[config.mk]
export PLATFORM = sky130hd
export DESIGN_NAME = trimmed_mean_window_filter
export DESIGN_NICKNAME = d
export VERILOG_FILES = /design/src/design/tmwf_pkg.sv /design/src/design/tmwf_rank.sv /design/src/design/tmwf_channel.sv /design/src/design/trimmed_mean_window_filter.sv
export SDC_FILE = /design/constraint.sdc
export NUM_CORES = 2
export LEC_CHECK = 0
export BUFFER_PORTS_ARGS = -buffer_cell sky130_fd_sc_hd__clkbuf_2
export CORE_MARGIN = 4
export CORE_UTILIZATION = 35
export DETAILED_ROUTE_END_ITERATION = 8
export GPL_TIMING_DRIVEN = 0
export MAX_ROUTING_LAYER = met4
export RECOVER_POWER = 100
export SLEW_MARGIN = 40
export SYNTH_ARGS = -nofsm -noshare
export SYNTH_HDL_FRONTEND = slang
export SYNTH_HIERARCHICAL = 1
export SYNTH_SLANG_ARGS = --single-unit
[constraint.sdc]
create_clock -name clk -period 16.47 [get_ports clk]
set_input_delay 3.294 -clock clk [delete_from_list [all_inputs] [get_ports clk]]
set_output_delay 3.294 -clock clk [all_outputs]
set_load 0.02 [all_outputs]
[src/design/tmwf_pkg.sv]
// Shared types for the trimmed-mean window filter.
// Holds the pipeline load strobes passed from the top level to each channel.
// No dependencies.
`default_nettype none

package tmwf_pkg;

  // Load strobes for the four pipeline registers of one channel.
  typedef struct packed {
    logic ld_hist;  // shift a new sample into the window
    logic ld_keep;  // capture the ranked and trimmed window
    logic ld_sum;   // capture the sum of the kept entries
    logic ld_avg;   // capture the divided result
  } tmwf_ctrl_t;

endpackage : tmwf_pkg

`default_nettype wire

[src/design/tmwf_rank.sv]
// Ranking and trimming network for one sample window.
// Pure combinational logic built from parallel comparators; no package use.
// Used by tmwf_channel.
`default_nettype none

module tmwf_rank #(
  parameter int WINDOW_LEN     = 10,
  parameter int TRIM_EACH_SIDE = 2,
  parameter int SAMPLE_BITS    = 12
) (
  input  logic [SAMPLE_BITS-1:0] win  [WINDOW_LEN],
  output logic [SAMPLE_BITS-1:0] kept [WINDOW_LEN]
);

  localparam int RankBits = $clog2(WINDOW_LEN);

  logic [WINDOW_LEN-1:0] beats [WINDOW_LEN];
  logic [RankBits-1:0]   rank  [WINDOW_LEN];

  // Each entry's rank is the number of entries that sort ahead of it. Equal
  // values are ordered by position so every rank is distinct.
  always_comb begin
    for (int i = 0; i < WINDOW_LEN; i++) begin
      for (int j = 0; j < WINDOW_LEN; j++) begin
        beats[i][j] = (j != i) &&
                      ((win[j] < win[i]) || ((win[j] == win[i]) && (j < i)));
      end
      rank[i] = RankBits'($countones(beats[i]));
    end
  end

  // Entries ranked among the smallest or largest trimmed ones read as zero.
  always_comb begin
    for (int i = 0; i < WINDOW_LEN; i++) begin
      if ((int'(rank[i]) >= TRIM_EACH_SIDE) &&
          (int'(rank[i]) < (WINDOW_LEN - TRIM_EACH_SIDE))) begin
        kept[i] = win[i];
      end else begin
        kept[i] = '0;
      end
    end
  end

endmodule : tmwf_rank

`default_nettype wire

[src/design/tmwf_channel.sv]
// Datapath of one filter channel: sample window, rank and trim, sum, and
// division by the kept count through a constant reciprocal.
// Depends on tmwf_pkg and tmwf_rank.
`default_nettype none

module tmwf_channel
  import tmwf_pkg::*;
#(
  parameter int WINDOW_LEN     = 10,
  parameter int TRIM_EACH_SIDE = 2,
  parameter int SAMPLE_BITS    = 12
) (
  input  logic                   clk,
  input  logic                   rst,
  input  tmwf_ctrl_t             ctrl,
  input  logic [SAMPLE_BITS-1:0] sample,
  output logic [SAMPLE_BITS-1:0] average
);

  // When the trim removes everything no entry is kept, the sum is zero and a
  // divisor of one gives the required zero result.
  localparam int KeepCount = (2 * TRIM_EACH_SIDE >= WINDOW_LEN) ?
                             0 : (WINDOW_LEN - 2 * TRIM_EACH_SIDE);
  localparam int Divisor   = (KeepCount == 0) ? 1 : KeepCount;
  localparam int SumBits   = SAMPLE_BITS + $clog2(WINDOW_LEN);
  localparam int Shift     = SumBits + $clog2(Divisor);
  localparam int RecipBits = SumBits + 1;
  localparam int ProdBits  = SumBits + RecipBits;
  // Rounded-up reciprocal; the shift is wide enough that the quotient is
  // exact for every sum without a correction step.
  localparam logic [RecipBits-1:0] Recip =
    RecipBits'(((64'd1 << Shift) + 64'(Divisor) - 64'd1) / 64'(Divisor));

  logic [SAMPLE_BITS-1:0] hist   [WINDOW_LEN];
  logic [SAMPLE_BITS-1:0] kept_d [WINDOW_LEN];
  logic [SAMPLE_BITS-1:0] kept   [WINDOW_LEN];
  logic [SumBits-1:0]     sum_next;
  logic [SumBits-1:0]     sum;
  logic [ProdBits-1:0]    product;

  // Window in age order: the oldest entry drops out at index zero.
  always_ff @(posedge clk) begin
    if (rst) begin
      for (int k = 0; k < WINDOW_LEN; k++) begin
        hist[k] <= '0;
      end
    end else if (ctrl.ld_hist) begin
      for (int k = 0; k < WINDOW_LEN - 1; k++) begin
        hist[k] <= hist[k + 1];
      end
      hist[WINDOW_LEN - 1] <= sample;
    end
  end

  tmwf_rank #(
    .WINDOW_LEN     (WINDOW_LEN),
    .TRIM_EACH_SIDE (TRIM_EACH_SIDE),
    .SAMPLE_BITS    (SAMPLE_BITS)
  ) u_rank (
    .win  (hist),
    .kept (kept_d)
  );

  // Trimmed window register.
  always_ff @(posedge clk) begin
    if (ctrl.ld_keep) begin
      kept <= kept_d;
    end
  end

  // Sum of the kept entries; trimmed ones are already zero.
  always_comb begin
    sum_next = '0;
    for (int i = 0; i < WINDOW_LEN; i++) begin
      sum_next = sum_next + SumBits'(kept[i]);
    end
  end

  always_ff @(posedge clk) begin
    if (ctrl.ld_sum) begin
      sum <= sum_next;
    end
  end

  // Division by the kept count as a multiply by its reciprocal.
  assign product = ProdBits'(sum) * ProdBits'(Recip);

  always_ff @(posedge clk) begin
    if (ctrl.ld_avg) begin
      average <= product[Shift +: SAMPLE_BITS];
    end
  end

endmodule : tmwf_channel

`default_nettype wire

[src/design/trimmed_mean_window_filter.sv]
// Trimmed-mean window filter, top level: stream ports, pipeline control and
// the gas and pressure channels. Depends on tmwf_pkg and tmwf_channel.
//
// Each accepted word carries one gas and one pressure sample. Every channel
// keeps its last WINDOW_LEN samples in arrival order, ranks them with a
// network of parallel comparators, drops the TRIM_EACH_SIDE smallest and
// largest, and outputs the sum of the rest divided by their count, truncated.
// Before the window has filled, the zeros left by reset are ranked like real
// samples; reset clears both windows. The block takes one word per clock
// unless back-pressure on m_tready fills the pipeline, and passes each word
// through the four pipeline registers (window, trimmed window, sum, and the
// reciprocal multiply that divides). Each stage holds its word only while the
// next is full and stalled, so while a result waits the input keeps flowing
// until all four stages hold a word, and only then is it refused.
`default_nettype none

module trimmed_mean_window_filter
  import tmwf_pkg::*;
#(
  parameter int WINDOW_LEN     = 10,
  parameter int TRIM_EACH_SIDE = 2,
  parameter int SAMPLE_BITS    = 12
) (
  input  logic                   clk,
  input  logic                   rst,
  input  logic                   s_tvalid,
  output logic                   s_tready,
  // Fields from bit 0: gas_sample, pressure_sample, zero padding.
  input  logic [((2 * SAMPLE_BITS + 7) / 8) * 8 - 1:0] s_tdata,
  output logic                   m_tvalid,
  input  logic                   m_tready,
  // Fields from bit 0: gas_average, pressure_average, zero padding.
  output logic [((2 * SAMPLE_BITS + 7) / 8) * 8 - 1:0] m_tdata
);

  localparam int DataBits = ((2 * SAMPLE_BITS + 7) / 8) * 8;

  logic       v1;
  logic       v2;
  logic       v3;
  logic       v4;
  logic       rdy1;
  logic       rdy2;
  logic       rdy3;
  logic       rdy4;
  tmwf_ctrl_t ctrl;

  logic [SAMPLE_BITS-1:0] gas_average;
  logic [SAMPLE_BITS-1:0] pressure_average;

  // A stage may load when it is empty or its word moves on this cycle.
  assign rdy4 = !v4 || m_tready;
  assign rdy3 = !v3 || rdy4;
  assign rdy2 = !v2 || rdy3;
  assign rdy1 = !v1 || rdy2;

  assign s_tready = rdy1;
  assign m_tvalid = v4;

  assign ctrl.ld_hist = rdy1 && s_tvalid;
  assign ctrl.ld_keep = rdy2 && v1;
  assign ctrl.ld_sum  = rdy3 && v2;
  assign ctrl.ld_avg  = rdy4 && v3;

  // Stage occupancy.
  always_ff @(posedge clk) begin
    if (rst) begin
      v1 <= 1'b0;
      v2 <= 1'b0;
      v3 <= 1'b0;
      v4 <= 1'b0;
    end else begin
      if (rdy1) v1 <= s_tvalid;
      if (rdy2) v2 <= v1;
      if (rdy3) v3 <= v2;
      if (rdy4) v4 <= v3;
    end
  end

  tmwf_channel #(
    .WINDOW_LEN     (WINDOW_LEN),
    .TRIM_EACH_SIDE (TRIM_EACH_SIDE),
    .SAMPLE_BITS    (SAMPLE_BITS)
  ) u_gas (
    .clk     (clk),
    .rst     (rst),
    .ctrl    (ctrl),
    .sample  (s_tdata[SAMPLE_BITS-1:0]),
    .average (gas_average)
  );

  tmwf_channel #(
    .WINDOW_LEN     (WINDOW_LEN),
    .TRIM_EACH_SIDE (TRIM_EACH_SIDE),
    .SAMPLE_BITS    (SAMPLE_BITS)
  ) u_pressure (
    .clk     (clk),
    .rst     (rst),
    .ctrl    (ctrl),
    .sample  (s_tdata[2*SAMPLE_BITS-1:SAMPLE_BITS]),
    .average (pressure_average)
  );

  // Pack the result word, padding the top bits with zeros.
  assign m_tdata = DataBits'({pressure_average, gas_average});

`ifndef SYNTHESIS
  // Input is refused only when every stage holds a word.
  a_full_when_stalled: assert property (@(posedge clk) disable iff (rst)
    !s_tready |-> (v1 && v2 && v3 && v4))
    else $error("input stalled with an empty pipeline stage");

  // An accepted word occupies the window stage on the next cycle.
  a_accept_fills: assert property (@(posedge clk) disable iff (rst)
    (s_tvalid && s_tready) |=> v1)
    else $error("accepted word missing from window stage");

  // A stalled word in the sum stage stays put until the result stage frees.
  a_sum_holds: assert property (@(posedge clk) disable iff (rst)
    (v3 && v4 && !m_tready) |=> v3)
    else $error("sum stage word lost during output stall");
`endif

endmodule : trimmed_mean_window_filter

`default_nettype wire
======== Yosys cells after proc, flatten, opt, wreduce, memory -nomap -nowiden ========
Cells that the tools add are included.
storage, ports and cells
  register bits after elaboration ......... 540
  bits of input ports ..................... 28
  output and inout bits ................... 26
operators by class
  add/sub/neg operators ................... 178
  multipliers ............................. 2
  magnitude comparators ................... 220
  equal/unequal tests ..................... 90
  reduce and logical (&&, ||, !) cells .... 122
operator list
  cell                    number
  $lt 12x12->1            180
  $eq 12x12->1            90
  $add 16x12->16          16
  $add 1x1->2             80
  $logic_or 1x1->1        94
  $ge 4x2->1 const B      20
  $lt 4x4->1 const B      20
  $add 4x4->4             16
  $mul 16x16->30 const B  2
  $add 3x3->4             14
  $add 4x2->4             14
  $add 2x2->3             16
  $add 12x12->13          2
  $add 1x2->3             8
  $add 2x1->3             8
  $logic_and 1x1->1       24
  $add 4x1->4             4
  $logic_not 1->1         4

======== Depth between registers and ports, before layout ========
  depth in word-level cells ............... 9
  gate-level depth with buffers ........... 19

======== Cells and area by module ========
Netlist, hierarchy kept.
modules (own cells, without submodules)
  module                          instances  cells each  area an instance (µm²)  seq. area each (µm²)
  tmwf_channel at u_pressure      1          1315        16067.9                 6846.6
  tmwf_channel at u_gas           1          1289        15902.8                 6846.6
  tmwf_rank at u_pressure.u_rank  1          1767        14669.1                 0.0
  tmwf_rank at u_gas.u_rank       1          1764        14579.0                 0.0
  trimmed_mean_window_filter      1          21          190.2                   80.1

======== Least setup slack after synthesis ========
OpenSTA, ideal clock, no wires.
  path type ............................... input-to-reg
  from .................................... input m_tready
  to ...................................... register u_gas/kept[0] (netlist bit), enable pin
  library setup time ...................... 844 ps
  arrival ................................. 13460 ps
  slack ................................... 2165 ps
  stages .................................. 2
  buffers on the path ..................... 0
  path through ............................ and4b_1 -> nor2_1
RTL lines
  item                    RTL line                          RTL
  start: declaration      trimmed_mean_window_filter.sv:31  input logic m_tready,
  end signal: assignment  tmwf_channel.sv:67                kept <= kept_d;
  end: declaration        tmwf_channel.sv:36                logic [SAMPLE_BITS-1:0] kept [WINDOW_LEN];

==> reports/results.txt <==
run status - finished, violations left
failing checks - max-capacitance violations, max-slew violations
syn avg cell area - 9.975 um^2
RSZ-0062 raised after global routing - no
Setup TNS - 0 ps
Initial DRT Pass Iterations - 6
GPL Wtd Cong - 0.9697
Critical Path Sink Type - flip-flop
fin nets - 8,185
CTS tree - built
Vias/cell - 5.665
Skew-Pair Late Insertion Delay - 720 ps
CP startpoint - m_tready
Final Hold Vio Count - 0
cell row count - 153
largest family of logic cells by synthesized area - adder cells
layout cells sized above 1 - 2.919%
CTS Sinks - 540
most frequent cells in the layout - 1,432 x ha_1, 937 x inv_1, 438 x fa_1, 342 x a21oi_1, 332 x nor2_1
clock transition at the registers of the reported paths - 60 ps
global-route wire length before repair - 309.0 mm
Final Skew - 68.63 ps
die width - 426.9 um
number of synthesized register bits - 540
hpwl dp - 161.2 mm
die area - 182,200 um^2
Setup violations, final - 0
Synth Area in Simple Gates - 10.96%
actual slew at the worst max-slew pin - 1779 ps
PortBufs - 53
sequential fraction of the synthesis area - 22.43%
Root Driver - clkbuf_16
max_cap viols - 3
Clock Tree Buf Depth - 3
max_slew headroom - -18.57%
grt ovf - 0
Mapped Area - 61,410 um^2
GRT Total Usage - 23.45%
Max Fclk - 0.09256 GHz
Synth Area in Adders - 43.46%
fill cell count - 17,260
Placed Instances - 8,550
final worst setup slack - 5666 ps
fin util - 38.33%
H-tree lvl count - 2
WP data required - 16,840 ps
Area Overhead vs Synth - 8.737%
ys flop type - edfxtp_1
core footprint - 174,200 um^2
largest net degree at the start of global routing - 25
Setup Buffers After CTS - 0
worst-path fanout max - 21
Arr. time, crit path - 11,170 ps
mux cell area share after synthesis - 3.928%
number of remaining DRC errors - 0
non-filler instance count after layout - 8,667
most common cell after layout, fill and taps aside - ha_1
DR WL/cell - 24.49 um
CTS resizes - 0
IO Pins - 54
M1 GR Usage - 30.20%
Hold-fix buffers, CTS - 0
Starting Density - 35.25%
Synth Instances - 6,156
worst slack, placed - 9167 ps
Die Y-Extent - 426.9 um
Hold Path Class - flip-flop to flip-flop
initial DRC count - 5,236
vias in the first global route - 48,460
unique cell type count in the Yosys netlist - 74
Hold Startpoint - v2$_SDFFE_PP0P_
detailed-route via count - 49,100
fin crit share - 65.60%
critical path launch point type - primary input
EDFF count, synth - 296
met2 GRT Util - 35.30%
compound-cell area share of the yosys netlist - 11.86%
Period minus WS final - 10,800 ps
critical path class - primary input to flip-flop
number of routed nets with antenna violations - 0
Reg2Reg Launch Point - m_tvalid$_SDFFE_PP0P_
grt peak-use layer - met2
ys async rst share - 0%
wirelength, routed - 212.2 mm
met3 usage - 3.573%
Syn Nets - 8,054
Synth warnings - 6
initial antenna violation count - 5
TritonCTS Buffers - 60
Post-Synth XOR/XNOR Area - 1.098%
pins over their slew limit - 41
==> metrics by stage <==
step / instance area [um^2] / hold WS (ps)
after floorplan: 61410 / 437.3
after CTS: 67100 / 472.5
after global routing: 66770 / 493.2
final: 66770 / 473.7
after global placement: 64580 / 453.9
after detailed placement: 64990 / 465.4
==> critical path: stages <==
cell and delay, ps:
clkbuf_1 140, and4b_1 260, nor2_1 800, clkbuf_1 620
clkbuf_1 840, clkbuf_1 780, clkbuf_1 770, clkbuf_1 840
clkbuf_1 730, clkbuf_1 830, clkbuf_1 970, buf_16 250
==> final cells by class <==
type	instances	area (um^2)	area share, %
plain buffers	86	326.6	0.4891
diodes	4	10.01	0.01499
repair buffers	69	316.6	0.4741
multi-input cells	4593	43770	65.54
inverters	937	3517	5.267
clock inverters	40	523.0	0.7832
well taps	2325	2909	4.357
flip-flops and latches	540	13820	20.69
clock buffers	73	1590	2.382
==> kinds of logic after synthesis <==
logic type,count (synthesis)
simple gates,1313
mux,241
fa+ha+maj,1870
buf+inv,1023
flops,540
xor+xnor,77
compound gates,1092
==> synthesized netlist by cell type, drive strengths merged, types with 14 or more instances <==
library cell / count / area (um^2)
nand3: 92 / 460.4
o211ai: 47 / 352.8
a211oi: 81 / 618.1
mux2i: 241 / 2412
xnor2: 41 / 359.1
and2: 182 / 1140
a21oi: 342 / 1712
a21o: 164 / 1231
and4: 35 / 306.5
a2111oi: 22 / 212.7
ha: 1432 / 17920
o21ai: 168 / 844.6
fa: 438 / 8768
inv: 937 / 3517
a221o: 32 / 320.3
nor3: 118 / 595.6
xor2: 36 / 315.3
a31oi: 14 / 87.58
buf: 21 / 83.83
clkbuf: 65 / 245.2
nand2b: 16 / 100.1
nor2b: 76 / 475.5
a221oi: 39 / 447.9
a21boi: 21 / 161.4
nand4: 225 / 1408
dfxtp: 244 / 4885
o21a: 84 / 630.6
nor2: 332 / 1246
nand2: 201 / 754.5
edfxtp: 296 / 8889
==> registers in the layout, summed over array words and instances (netlist names) <==
register,cells
m_tvalid,1
u_pressure/sum,16
v3,1
u_pressure/average,12
u_gas/kept,120
u_pressure/kept,120
v2,1
u_pressure/hist,120
u_gas/average,12
u_gas/sum,16
v1,1
u_gas/hist,120
==> routing by layer <==
| metal | part of all wire (%) | up-vias |
|---|---|---|
| met3 | 8.2 | 671 |
| met1 | 42 | 23870 |
| met4 | 6.7 | 0 |
| met2 | 43 | 2343 |
| met5 | 0 | - |
| li1 | - | 22220 |
==> final timing paths <==
kind	end	slack, ps	depth (start not counted)
worst max-delay path	u_pressure/kept[35]$_DFFE_PP_	5670	12
worst max register to register	u_pressure/kept[35]$_DFFE_PP_	8100	11
worst min-delay path	v3$_SDFFE_PP0P_	470	2
worst min register to register	v3$_SDFFE_PP0P_	470	2
Power is left out: the tool's default activity adds up to more than one toggle a clock period on the data nets, which glitch-free logic cannot reach.
